==> src/rtl/dual_byte_queue_frame_pop_core_defines.svh <==
// Assertion macros shared by the dual byte queue RTL
`ifndef DUAL_BYTE_QUEUE_FRAME_POP_CORE_DEFINES_SVH
`define DUAL_BYTE_QUEUE_FRAME_POP_CORE_DEFINES_SVH

`ifndef SYNTHESIS
// same-cycle implication
`define DBQFP_ASSERT(lbl, ante, cons, msg) \
  lbl: assert property (@(posedge clk) disable iff (!rst_n) (ante) |-> (cons)) \
    else $error(msg);
// next-cycle implication
`define DBQFP_ASSERT_NXT(lbl, ante, cons, msg) \
  lbl: assert property (@(posedge clk) disable iff (!rst_n) (ante) |=> (cons)) \
    else $error(msg);
`else
`define DBQFP_ASSERT(lbl, ante, cons, msg)
`define DBQFP_ASSERT_NXT(lbl, ante, cons, msg)
`endif

`endif

==> src/rtl/dbqfp_pkg.sv <==
// Types and constants for the dual byte queue with frame pop
`timescale 1ns / 1ps
package dbqfp_pkg;

  localparam int QUEUE_DEPTH = 256;
  localparam int FRAME_BYTES = 11;

  localparam int BYTE_W  = 8;
  localparam int LEN_W   = 9;
  localparam int IDX_W   = $clog2(QUEUE_DEPTH);
  localparam int ADDR_W  = IDX_W + 1;
  localparam int FILL_W  = $clog2(QUEUE_DEPTH + 1);
  localparam int SUM_W   = ((FILL_W > LEN_W) ? FILL_W : LEN_W) + 1;
  localparam int RES_W   = (FRAME_BYTES > 1) ? $clog2(FRAME_BYTES) : 1;

  typedef enum logic [1:0] {
    STAT_FRAME = 2'd0,
    STAT_EMPTY = 2'd1,
    STAT_ERROR = 2'd2
  } dbqfp_status_t;

  typedef enum logic [1:0] {
    S_IDLE,
    S_READ,
    S_EMIT
  } dbqfp_state_t;

  typedef enum logic {
    CMD_PUSH = 1'b0,
    CMD_POP  = 1'b1
  } dbqfp_op_t;

  typedef struct packed {
    logic          push;
    logic          pop_start;
    logic          rd_issue;
    logic          out_load;
    dbqfp_status_t out_kind;
    logic          out_last;
  } dbqfp_cmd_t;

  typedef struct packed {
    logic empty;
    logic refuse;
  } dbqfp_stat_t;

endpackage

==> src/rtl/dbqfp_ifs.sv <==
// Valid/ready channel interfaces for the input and result items
`timescale 1ns / 1ps
interface dbqfp_in_if;
  import dbqfp_pkg::*;
  logic              valid;
  logic              ready;
  logic              command;
  logic              queue_sel;
  logic [BYTE_W-1:0] data_byte;
  logic              block_start;
  logic              block_last;
  logic [LEN_W-1:0]  block_length;

  modport source (output valid, command, queue_sel, data_byte, block_start,
                  block_last, block_length, input ready);
  modport sink (input valid, command, queue_sel, data_byte, block_start,
                block_last, block_length, output ready);
endinterface

interface dbqfp_out_if;
  import dbqfp_pkg::*;
  logic              valid;
  logic              ready;
  logic [1:0]        status;
  logic [BYTE_W-1:0] frame_byte;
  logic              from_queue;
  logic              last;

  modport source (output valid, status, frame_byte, from_queue, last, input ready);
  modport sink (input valid, status, frame_byte, from_queue, last, output ready);
endinterface

==> src/rtl/dual_byte_queue_frame_pop_core.sv <==
// Top level of the dual byte queue with prioritized frame pop
`timescale 1ns / 1ps
// Two byte FIFOs, A (high priority) and B, of QUEUE_DEPTH bytes each in one
// shared store. Pushes arrive in blocks whose declared length is checked on
// the first byte; a block that would not fit is dropped whole, and an open
// block locks its queue. A pop serves A if it holds data, else B, and gives
// FRAME_BYTES frame bytes (last on the final one) when the queue is unlocked
// and its count is a whole number of frames; otherwise it gives one empty or
// error item. Each frame byte passes through the registered read port of the
// byte store and then through the result register, and output stalls hold a
// frame pop back. Input items are taken only between pops.
module dual_byte_queue_frame_pop_core (
  input logic        clk,
  input logic        rst_n,
  dbqfp_in_if.sink   in_ch,
  dbqfp_out_if.source out_ch
);
  import dbqfp_pkg::*;

  dbqfp_cmd_t  cmd;
  dbqfp_stat_t stat;

  dbqfp_ctrl u_ctrl (
    .clk        (clk),
    .rst_n      (rst_n),
    .in_valid   (in_ch.valid),
    .in_command (in_ch.command),
    .in_ready   (in_ch.ready),
    .out_ready  (out_ch.ready),
    .out_valid  (out_ch.valid),
    .stat       (stat),
    .cmd        (cmd)
  );

  dbqfp_dpath u_dpath (
    .clk          (clk),
    .rst_n        (rst_n),
    .cmd          (cmd),
    .queue_sel    (in_ch.queue_sel),
    .data_byte    (in_ch.data_byte),
    .block_start  (in_ch.block_start),
    .block_last   (in_ch.block_last),
    .block_length (in_ch.block_length),
    .stat         (stat),
    .status       (out_ch.status),
    .frame_byte   (out_ch.frame_byte),
    .from_queue   (out_ch.from_queue),
    .last         (out_ch.last)
  );

endmodule

==> src/rtl/dbqfp_ctrl.sv <==
// Controller: item handshake, pop sequencing and output valid
`timescale 1ns / 1ps
`include "dual_byte_queue_frame_pop_core_defines.svh"
module dbqfp_ctrl (
  input  logic                   clk,
  input  logic                   rst_n,
  input  logic                   in_valid,
  input  logic                   in_command,
  output logic                   in_ready,
  input  logic                   out_ready,
  output logic                   out_valid,
  input  dbqfp_pkg::dbqfp_stat_t stat,
  output dbqfp_pkg::dbqfp_cmd_t  cmd
);
  import dbqfp_pkg::*;

  dbqfp_state_t     state_r, state_nxt;
  logic [RES_W-1:0] cnt_r, cnt_nxt;
  logic             out_valid_r, out_valid_nxt;
  logic             out_free;
  logic             acc;
  logic             pop_go;
  logic             frame_end;

  assign out_free  = !out_valid_r || out_ready;
  assign in_ready  = (state_r == S_IDLE) && out_free;
  assign acc       = in_valid && in_ready;
  assign pop_go    = acc && (in_command == CMD_POP) && !stat.empty && !stat.refuse;
  assign frame_end = (cnt_r == RES_W'(FRAME_BYTES - 1));
  assign out_valid = out_valid_r;

  always_comb begin
    state_nxt = state_r;
    case (state_r)
      S_IDLE: if (pop_go) state_nxt = S_READ;
      S_READ: state_nxt = S_EMIT;
      S_EMIT: begin
        if (out_free) state_nxt = frame_end ? S_IDLE : S_READ;
      end
      default: state_nxt = S_IDLE;
    endcase
  end

  always_comb begin
    cmd = '0;
    cmd.out_kind = STAT_FRAME;
    case (state_r)
      S_IDLE: begin
        if (acc && (in_command == CMD_PUSH)) cmd.push = 1'b1;
        if (acc && (in_command == CMD_POP)) begin
          if (stat.empty) begin
            cmd.out_load = 1'b1;
            cmd.out_kind = STAT_EMPTY;
            cmd.out_last = 1'b1;
          end else if (stat.refuse) begin
            cmd.out_load = 1'b1;
            cmd.out_kind = STAT_ERROR;
            cmd.out_last = 1'b1;
          end else begin
            cmd.pop_start = 1'b1;
          end
        end
      end
      S_READ: cmd.rd_issue = 1'b1;
      S_EMIT: begin
        if (out_free) begin
          cmd.out_load = 1'b1;
          cmd.out_last = frame_end;
        end
      end
      default: cmd = '0;
    endcase
  end

  always_comb begin
    cnt_nxt = cnt_r;
    if (cmd.pop_start) cnt_nxt = '0;
    else if ((state_r == S_EMIT) && cmd.out_load) cnt_nxt = cnt_r + RES_W'(1);
    out_valid_nxt = cmd.out_load ? 1'b1 : (out_ready ? 1'b0 : out_valid_r);
  end

  always_ff @(posedge clk) begin
    if (!rst_n) begin
      state_r     <= S_IDLE;
      cnt_r       <= '0;
      out_valid_r <= 1'b0;
    end else begin
      state_r     <= state_nxt;
      cnt_r       <= cnt_nxt;
      out_valid_r <= out_valid_nxt;
    end
  end

  `DBQFP_ASSERT(a_load_free, cmd.out_load, out_free, "result loaded over a pending item")
  `DBQFP_ASSERT_NXT(a_read_emit, state_r == S_READ, state_r == S_EMIT,
                    "read not followed by emit")
  `DBQFP_ASSERT(a_cnt_range, state_r != S_IDLE, cnt_r <= RES_W'(FRAME_BYTES - 1),
                "frame byte count overran")

endmodule

==> src/rtl/dbqfp_dpath.sv <==
// Datapath: shared byte store, queue pointers, counts, block locks, result register
`timescale 1ns / 1ps
`include "dual_byte_queue_frame_pop_core_defines.svh"
module dbqfp_dpath (
  input  logic                             clk,
  input  logic                             rst_n,
  input  dbqfp_pkg::dbqfp_cmd_t            cmd,
  input  logic                             queue_sel,
  input  logic [dbqfp_pkg::BYTE_W-1:0]     data_byte,
  input  logic                             block_start,
  input  logic                             block_last,
  input  logic [dbqfp_pkg::LEN_W-1:0]      block_length,
  output dbqfp_pkg::dbqfp_stat_t           stat,
  output logic [1:0]                       status,
  output logic [dbqfp_pkg::BYTE_W-1:0]     frame_byte,
  output logic                             from_queue,
  output logic                             last
);
  import dbqfp_pkg::*;

  logic [BYTE_W-1:0] mem [2**ADDR_W];

  logic [IDX_W-1:0]  rd_idx_r [2];
  logic [IDX_W-1:0]  rd_idx_nxt [2];
  logic [IDX_W-1:0]  wr_idx_r [2];
  logic [IDX_W-1:0]  wr_idx_nxt [2];
  logic [FILL_W-1:0] fill_r [2];
  logic [FILL_W-1:0] fill_nxt [2];
  logic [RES_W-1:0]  res_r [2];
  logic [RES_W-1:0]  res_nxt [2];
  logic [1:0]        open_r, open_nxt;
  logic [1:0]        adm_r, adm_nxt;
  logic              q_r;
  logic [BYTE_W-1:0] rd_data_r;

  logic              open_eff;
  logic              adm_eff;
  logic              admit_ok;
  logic              wr_en;
  logic              pick_q;

  // modulo-frame residue tracks fill count so the pop check needs no divider
  function automatic logic [RES_W-1:0] res_inc(input logic [RES_W-1:0] v);
    res_inc = (v == RES_W'(FRAME_BYTES - 1)) ? '0 : v + RES_W'(1);
  endfunction

  function automatic logic [RES_W-1:0] res_dec(input logic [RES_W-1:0] v);
    res_dec = (v == '0) ? RES_W'(FRAME_BYTES - 1) : v - RES_W'(1);
  endfunction

  function automatic logic [IDX_W-1:0] idx_inc(input logic [IDX_W-1:0] v);
    idx_inc = (v == IDX_W'(QUEUE_DEPTH - 1)) ? '0 : v + IDX_W'(1);
  endfunction

  assign admit_ok = (SUM_W'(fill_r[queue_sel]) + SUM_W'(block_length))
                    <= SUM_W'(QUEUE_DEPTH);
  assign open_eff = block_start || open_r[queue_sel];
  assign adm_eff  = block_start ? admit_ok : adm_r[queue_sel];
  assign wr_en    = cmd.push && open_eff && adm_eff &&
                    (fill_r[queue_sel] != FILL_W'(QUEUE_DEPTH));

  assign pick_q      = (fill_r[0] == '0);
  assign stat.empty  = (fill_r[0] == '0) && (fill_r[1] == '0);
  assign stat.refuse = open_r[pick_q] || (res_r[pick_q] != '0);

  always_comb begin
    rd_idx_nxt = rd_idx_r;
    wr_idx_nxt = wr_idx_r;
    fill_nxt   = fill_r;
    res_nxt    = res_r;
    open_nxt   = open_r;
    adm_nxt    = adm_r;
    if (cmd.push && open_eff) begin
      open_nxt[queue_sel] = !block_last;
      adm_nxt[queue_sel]  = block_last ? 1'b0 : adm_eff;
    end
    if (wr_en) begin
      wr_idx_nxt[queue_sel] = idx_inc(wr_idx_r[queue_sel]);
      fill_nxt[queue_sel]   = fill_r[queue_sel] + FILL_W'(1);
      res_nxt[queue_sel]    = res_inc(res_r[queue_sel]);
    end
    if (cmd.rd_issue) begin
      rd_idx_nxt[q_r] = idx_inc(rd_idx_r[q_r]);
      fill_nxt[q_r]   = fill_r[q_r] - FILL_W'(1);
      res_nxt[q_r]    = res_dec(res_r[q_r]);
    end
  end

  always_ff @(posedge clk) begin
    if (!rst_n) begin
      rd_idx_r <= '{default: '0};
      wr_idx_r <= '{default: '0};
      fill_r   <= '{default: '0};
      res_r    <= '{default: '0};
      open_r   <= '0;
      adm_r    <= '0;
      q_r      <= 1'b0;
    end else begin
      rd_idx_r <= rd_idx_nxt;
      wr_idx_r <= wr_idx_nxt;
      fill_r   <= fill_nxt;
      res_r    <= res_nxt;
      open_r   <= open_nxt;
      adm_r    <= adm_nxt;
      if (cmd.pop_start) q_r <= pick_q;
    end
  end

  always_ff @(posedge clk) begin
    if (wr_en) mem[{queue_sel, wr_idx_r[queue_sel]}] <= data_byte;
    if (cmd.rd_issue) rd_data_r <= mem[{q_r, rd_idx_r[q_r]}];
  end

  always_ff @(posedge clk) begin
    if (cmd.out_load) begin
      status     <= cmd.out_kind;
      frame_byte <= (cmd.out_kind == STAT_FRAME) ? rd_data_r : '0;
      case (cmd.out_kind)
        STAT_FRAME: from_queue <= q_r;
        STAT_ERROR: from_queue <= pick_q;
        default:    from_queue <= 1'b0;
      endcase
      last <= cmd.out_last;
    end
  end

  `DBQFP_ASSERT(a_fill_cap, 1'b1,
                (fill_r[0] <= FILL_W'(QUEUE_DEPTH)) && (fill_r[1] <= FILL_W'(QUEUE_DEPTH)),
                "queue fill beyond capacity")
  `DBQFP_ASSERT(a_read_nonempty, cmd.rd_issue, fill_r[q_r] != '0,
                "byte read from an empty queue")
  `DBQFP_ASSERT(a_push_read_excl, cmd.push, !cmd.rd_issue,
                "push during a frame read")

endmodule

==> src/flat_wrapper.sv <==
// flat-port wrapper written by rule: the top's interface ports become plain ports
module dual_byte_queue_frame_pop_core_flat import dbqfp_pkg::*;
  (clk, rst_n, in_ch_valid, in_ch_command, in_ch_queue_sel, in_ch_data_byte, in_ch_block_start, in_ch_block_last, in_ch_block_length, in_ch_ready, out_ch_valid, out_ch_status, out_ch_frame_byte, out_ch_from_queue, out_ch_last, out_ch_ready);
  dbqfp_in_if in_ch_i ();
  dbqfp_out_if out_ch_i ();
  input logic clk;
  input logic rst_n;
  input wire logic [$bits(in_ch_i.valid)-1:0] in_ch_valid;
  input wire logic [$bits(in_ch_i.command)-1:0] in_ch_command;
  input wire logic [$bits(in_ch_i.queue_sel)-1:0] in_ch_queue_sel;
  input wire logic [$bits(in_ch_i.data_byte)-1:0] in_ch_data_byte;
  input wire logic [$bits(in_ch_i.block_start)-1:0] in_ch_block_start;
  input wire logic [$bits(in_ch_i.block_last)-1:0] in_ch_block_last;
  input wire logic [$bits(in_ch_i.block_length)-1:0] in_ch_block_length;
  output wire logic [$bits(in_ch_i.ready)-1:0] in_ch_ready;
  output wire logic [$bits(out_ch_i.valid)-1:0] out_ch_valid;
  output wire logic [$bits(out_ch_i.status)-1:0] out_ch_status;
  output wire logic [$bits(out_ch_i.frame_byte)-1:0] out_ch_frame_byte;
  output wire logic [$bits(out_ch_i.from_queue)-1:0] out_ch_from_queue;
  output wire logic [$bits(out_ch_i.last)-1:0] out_ch_last;
  input wire logic [$bits(out_ch_i.ready)-1:0] out_ch_ready;
  assign in_ch_i.valid = in_ch_valid;
  assign in_ch_i.command = in_ch_command;
  assign in_ch_i.queue_sel = in_ch_queue_sel;
  assign in_ch_i.data_byte = in_ch_data_byte;
  assign in_ch_i.block_start = in_ch_block_start;
  assign in_ch_i.block_last = in_ch_block_last;
  assign in_ch_i.block_length = in_ch_block_length;
  assign in_ch_ready = in_ch_i.ready;
  assign out_ch_valid = out_ch_i.valid;
  assign out_ch_status = out_ch_i.status;
  assign out_ch_frame_byte = out_ch_i.frame_byte;
  assign out_ch_from_queue = out_ch_i.from_queue;
  assign out_ch_last = out_ch_i.last;
  assign out_ch_i.ready = out_ch_ready;
  dual_byte_queue_frame_pop_core u_core (.clk(clk), .rst_n(rst_n), .in_ch(in_ch_i), .out_ch(out_ch_i));
endmodule
==> config.mk <==
export PLATFORM = sky130hd
export DESIGN_NAME = dual_byte_queue_frame_pop_core_flat
export DESIGN_NICKNAME = d
export VERILOG_FILES = /design/src/rtl/dbqfp_pkg.sv /design/src/rtl/dbqfp_ifs.sv /design/src/rtl/dual_byte_queue_frame_pop_core.sv /design/src/rtl/dbqfp_ctrl.sv /design/src/rtl/dbqfp_dpath.sv /design/src/flat_wrapper.sv
export VERILOG_INCLUDE_DIRS = /design/src /design/src/rtl
export SDC_FILE = /design/constraint.sdc
export NUM_CORES = 2
export LEC_CHECK = 0
export BUFFER_PORTS_ARGS = -buffer_cell sky130_fd_sc_hd__buf_2
export CAP_MARGIN = 20
export CORE_UTILIZATION = 60
export DETAILED_ROUTE_END_ITERATION = 8
export PLACE_DENSITY_LB_ADDON = 0.05
export SETUP_SLACK_MARGIN = 0.02
export SYNTH_ARGS = -nofsm -noshare
export SYNTH_HDL_FRONTEND = slang
export SYNTH_HIERARCHICAL = 1
export SYNTH_SLANG_ARGS = --single-unit
export TNS_END_PERCENT = 10
==> constraint.sdc <==
create_clock -name clk -period 14.42 [get_ports clk]
set_input_delay 2.884 -clock clk [delete_from_list [all_inputs] [get_ports clk]]
set_output_delay 2.884 -clock clk [all_outputs]
set_load 0.01 [all_outputs]
# Word level (Yosys, flattened, before mapping)
# Memory sizes are Yosys's and may differ from the RTL's. A register that Yosys moved wholly into a read port is not among the register bits.
# Cells that the tools add are included.
# op_classes
n_eq_ne	10
bitwise_logic	5
magnitude_cmp	9
reduce_logical	30
n_addsub	8
muxes	82
# ops
operator	count
$mux W8	12
$mux W9	8
$mux W4	16
$bwmux W18	2
$mux W18	2
$bwmux W16	2
$mux W1	21
$demux W9 S1	2
$logic_not A9 Y1	2
$add A8 B1 Y8 const B	2
$bwmux W8	2
$demux W8 S1	2
$eq A8 B8 Y1 const B	2
$logic_and A1 B1 Y1	14
$add A9 B9 Y10	1
$le A10 B9 Y1 const B	1
$add A9 B1 Y9 const B	1
$ne A9 B9 Y1 const B	1
$sub A9 B1 Y9 const B	1
$add A4 B1 Y4 const B	2
$demux W4 S1	2
$eq A4 B4 Y1 const B	2
$mux W2	4
$ge A2 B2 Y1 const B	3
other kinds (21)	37
# word_totals
word_cells	163
n_memories	1
mem_bits_rw	4096
input_bits	25
register_bits	82
output_inout_bits	14
# mem_list
memory	depth	word_bits	rd	rd_ports_with_merged_regs	write_ports	line	rtl
u_core.u_dpath.mem	512	8	1	1	1	dbqfp_dpath.sv:21	logic [BYTE_W-1:0] mem [2**ADDR_W];

# Depth between registers and ports, before layout
# depth
ltp_word	17
mapped_depth	18
mapped_depth_nobuf	13

# Hierarchy
# Netlist, hierarchy kept.
# modules_own_cells
mod	cells_per_inst	area_each_um2	seq_area_each_um2	instances
dbqfp_dpath	11666	167316.7	124859.8	1
dbqfp_ctrl	56	454.2	140.1	1

# Least setup slack after synthesis
# Ideal clock, no wire load.
# synth_timing
kind	input to register
from	in in_ch_queue_sel
to	mem u_core.u_dpath.mem[443][0], enable pin
path_stages	17
path_buffers	4
path_slack_ns	6.993
setup_ns	0.370
t_required_ns	14.050
t_arrival_ns	7.056
cell_sequence	buf_2 -> buf_2 -> buf_1 -> mux2i_1 -> inv_1 -> ha_1 -> fa_1 -> xor2_1 -> a2111oi_0 -> o21ai_0 -> a2111oi_0 -> and4_1 -> a211oi_2 -> nor3b_2 -> nand2_1 -> clkbuf_1 -> nor2_1
# synth_between
elab_chain_len	11
word_cells_on_any_way	21
cone_classes	1 x add/sub; 1 x order compare; 1 x eq/ne; 13 x mux; 1 x bitwise; 4 x reduce/logical
# synth_rtl
element	line	rtl
start, declared	flat_wrapper.sv:10	input wire logic [$bits(in_ch_i.queue_sel)-1:0] in_ch_queue_sel;
$not A1 Y2 (implied by the code)	dbqfp_dpath.sv:55, dbqfp_dpath.sv:60, dbqfp_dpath.sv:110	
$mux W9 (implied by the code) (3 in a row)	dbqfp_dpath.sv:55, dbqfp_dpath.sv:60	
$add A9 B9 Y10	dbqfp_dpath.sv:55	assign admit_ok = (SUM_W'(fill_r[queue_sel]) + SUM_W'(block_length))
$le A10 B9 Y1	dbqfp_dpath.sv:56	<= SUM_W'(QUEUE_DEPTH);
$mux W1	dbqfp_dpath.sv:58	assign adm_eff = block_start ? admit_ok : adm_r[queue_sel];
$logic_and A1 B1 Y1 (2 in a row)	dbqfp_dpath.sv:59	assign wr_en = cmd.push && open_eff && adm_eff &&
$mux W1	dbqfp_dpath.sv:110	if (wr_en) mem[{queue_sel, wr_idx_r[queue_sel]}] <= data_byte;
$mux W1 (implied by the code)	dbqfp_dpath.sv:110	
end, declared	dbqfp_dpath.sv:21	
# Several ways; a longest one is shown, not always the timed one. The select of a mux whose other input is x is not followed.

# Worst setup path after layout
# layout_timing
from	in in_ch_queue_sel
to	mem u_core.u_dpath.mem[263][6], enable pin
# Same word-level chain as after synthesis.

==> metrics.md <==
| Metric | Value |
|---|---|
| Max Slew Vio Count | `0` |
| Worst slew margin | `between 10% and 20%` |
| EDFF count, synth | `4116` |
| Max Clk Rate | `118 MHz` |
| Worst Path Required | `15.00 ns` |
| Synth top area cells | `edfxtp_1, nand2_1, mux2i_1` |
| Placed cells | `14900` |
| Least-Margin Pin Slew | `1.30 ns` |
| Synth Area in Simple Gates | `10.8%` |
| Setup TNS | `0 ns` |
| Netlist cell types | `80` |
| Final Cycle Share | `between 50% and 60%` |
| Synthesized instance count | `11700` |
| Ys flop type | `edfxtp_1` |
| Largest net degree at the start of global routing | `196` |
| Clock Skews | `about 0.051 ns` |
| Post-layout net count | `11700` |
| Hold Path Class | `register to register` |
| Die width | `about 530 um` |
| Number of global-route vias before repair | `102000` |
| Top-count cell post-synth | `edfxtp_1` |
| Final Critical Period | `8.44 ns` |
| Max-Cap Viols | `0` |
| Flop-to-flop setup slack | `6.53 ns` |
| Worst-case clock buffer depth | `4` |
| Die Y | `531 um` |
| Area growth syn-to-layout | `10.2%` |
| Initial antenna violation count | `16` |
| Global router's overall resource usage | `35.6%` |
| Core box area | `around 280000 um2` |
| Synth async-reset ratio | `0%` |
| Number of H-tree levels | `5` |
| Share of the synthesized area in the top cell type | `73.7%` |
| Smallest hold slack | `0.465 ns` |
| Critical setup path kind | `primary input to register` |
| Crit-path max FO | `42` |
| Port Buffer Count | `38` |
| Latest clock arrival within the worst-skew pair | `0.99 ns` |
| Pwr per Cell Area | `about 160 nW/um2` |
| Post-CTS setup repair buffer count | `0` |
| Commonest cells in the netlist | `edfxtp_1, nand2_1, nand3_1, nor2_1, mux2i_1` |
| Vias per cell | `~6.7` |
| Yosys reg bits | `about 4200` |
| DR iter-0 viols | `approximately 16000` |
| Synth area leader | `edfxtp_1` |
| Final setup vio count | `0` |
| PnR worst setup slack | `5.98 ns` |
| Share of cells above drive strength 1 | `9.44%` |
| Syn_nets | `~12000` |
| FP Rows | `193` |
| Compound-Gate Fraction of Synth Area | `6.25%` |
| Largest family of logic cells by synthesized area | `simple AND/OR/NAND/NOR gates` |
| Pre-CTS setup slack | `5.09 ns` |
| RSZ-0062 raised after global routing | `false` |
| Worst Path Arrival | `between 9 and 10 ns` |
| Crit path launch type | `primary input` |
| Grt total ovfl | `0` |
| CTS tree | `done` |
| Resized Gates After CTS | `0` |
| Mux contribution to synthesized area | `5.84%` |
| Drt pass-1 iters | `6` |
| DRT antenna net count | `0` |
| Reg clk slew, reported paths | `0.06 ns` |
| Final hold vios | `0` |
| Final Non-Filler Cells | `15700` |
| Static leakage | `58.5 nW` |
| DRC violations left | `0` |
| Tot Pwr | `28.9 mW` |
| Ports | `39` |
| Hold-fix buffers, CTS | `0` |
| Total die area | `between 200000 and 300000 um2` |
| Crit end category | `register` |
| Status | `finished clean` |
| Filler cell count | `about 20000` |
| Worst vdd ir | `about 0.16 mV` |
| Post-synthesis sequential area ratio | `74.5%` |
| Initial core utilization | `60.5%` |
| Clock Sinks | `4186` |
| Average wire per cell in the routed design | `32.1 um` |
| Synth Area in Adders | `less than 1%` |
| TritonCTS buffer count | `just over 400` |
| Root buf cell | `clkbuf_16` |
| Mean Syn Cell Area | `14.3 um2` |
| Detailed Place HPWL | `~300000 um` |
| Post-Synth XOR/XNOR Area | `less than 1%` |
| Placer Congestion | `0.934` |
| Via count | `105000` |
| Synth warn | `6` |
| Syn Std Cell Area | `168000 um2` |
| First-pass GRT wire length | `716000 um` |
| Routed WL | `slightly above 500000 um` |
report_power, final:
| part | internal (mW) | switching [mW] | total [mW] |
|---|---|---|---|
| logic | 1.48 | 3.29 | 4.78 |
| registers | 13.4 | 0.0662 | 13.5 |
| clock network | 6.03 | 4.58 | 10.6 |
worst max-delay path, cell delays in order:
cell	delay, ns
buf_2	0.08
buf_4	0.43
mux2i_1	0.36
inv_1	0.10
ha_1	0.23
fa_1	0.43
xor2_1	0.15
a2111oi_0	0.45
o21ai_0	0.16
a2111oi_0	0.32
and4_1	0.34
a211oi_2	0.16
nor3b_2	0.93
nand2_4	0.57
buf_4	0.57
nor2_1	0.69
per-stage QoR:
step	cell area, um2	util [%]
3_3_place_gp	171000	61.8
6_report	185000	66.7
5_1_grt	185000	66.7
2_1_floorplan	168000	-
3_5_place_dp	172000	61.9
4_1_cts	185000	66.7
per-layer routing:
layer,vias to the layer above,GRT usage (%),part of all wire (%)
met3,1153,6.95,11
met2,7121,54.4,45
met1,52600,49.8,38
met4,12,17.0,5.4
li1,44300,-,-
met5,-,0,0.016
final cells by class:
cell class | count | area (um2) | share of cell area (%)
Antenna cell | 8 | 20.0 | 0.0108
Clock inverter | 270 | 2580 | 1.39
Timing Repair Buffer | 290 | 2530 | 1.37
Tap cell | 3705 | 4640 | 2.51
Multi-Input combinational cell | 6722 | 39300 | 21.3
Clock buffer | 486 | 10700 | 5.79
Sequential cell | 4186 | 125000 | 67.6
Inverter | 21 | 103 | 0.0555
cells by family after synthesis:
group / count (synthesis)
multiplexers: 770
adder cells (fa/ha/maj): 22
AO/OA/AOI/OAI: 1585
XOR/XNOR: 25
flip-flops: 4186
buffers and inverters: 814
AND/OR/NAND/NOR: 4320
sequential cells by signal, summed over array words and instances (netlist names):
register / count
u_core/u_dpath/mem: 4096
u_core/u_dpath/fill_r: 18
u_core/u_dpath/rd_idx_r: 16
u_core/u_dpath/wr_idx_r: 16
u_core/u_dpath/frame_byte: 8
u_core/u_dpath/rd_data_r: 8
u_core/u_dpath/res_r: 8
u_core/u_ctrl/cnt_r: 4
u_core/u_ctrl/state_r: 2
u_core/u_dpath/adm_r: 2
u_core/u_dpath/open_r: 2
u_core/u_dpath/status: 2
u_core/u_ctrl/out_valid: 1
u_core/u_dpath/from_queue: 1
u_core/u_dpath/last: 1
u_core/u_dpath/q_r: 1
path summary, 6_finish.rpt:
kind,startpoint,endpoint,depth (start not counted)
worst max register to register,u_core/u_dpath/q_r$_SDFFE_PN0P_,u_core/u_dpath/rd_data_r[7]$_DFFE_PP_,14
worst max-delay path,in_ch_queue_sel,u_core/u_dpath/mem[263][6]$_DFFE_PP_,16
worst min-delay path,u_core/u_dpath/adm_r[1]$_SDFFE_PN0P_,u_core/u_dpath/adm_r[1]$_SDFFE_PN0P_,2
worst min register to register,u_core/u_dpath/adm_r[1]$_SDFFE_PN0P_,u_core/u_dpath/adm_r[1]$_SDFFE_PN0P_,2
cell usage in the layout (no fill, tap or decap), drive strengths merged, types with 16 or more instances in the layout:
cell type / instances
edfxtp: 4116
nand2: 2494
nand3: 758
nor2: 625
mux2i: 593
a21oi: 566
clkbuf: 486
buf: 290
clkinv: 202
o22ai: 176
mux4: 164
a311oi: 155
nor3: 155
o221ai: 130
a2111oi: 126
o21ai: 121
a31oi: 120
and3: 115
dfxtp: 70
bufinv: 40
nor4: 38
inv: 35
a211oi: 30
o31ai: 26
or3: 23
nand4: 21
ha: 21
and2: 19
nand2b: 17
nor2b: 17
a32oi: 16
Note: power is estimated with default switching activity, not from simulation.
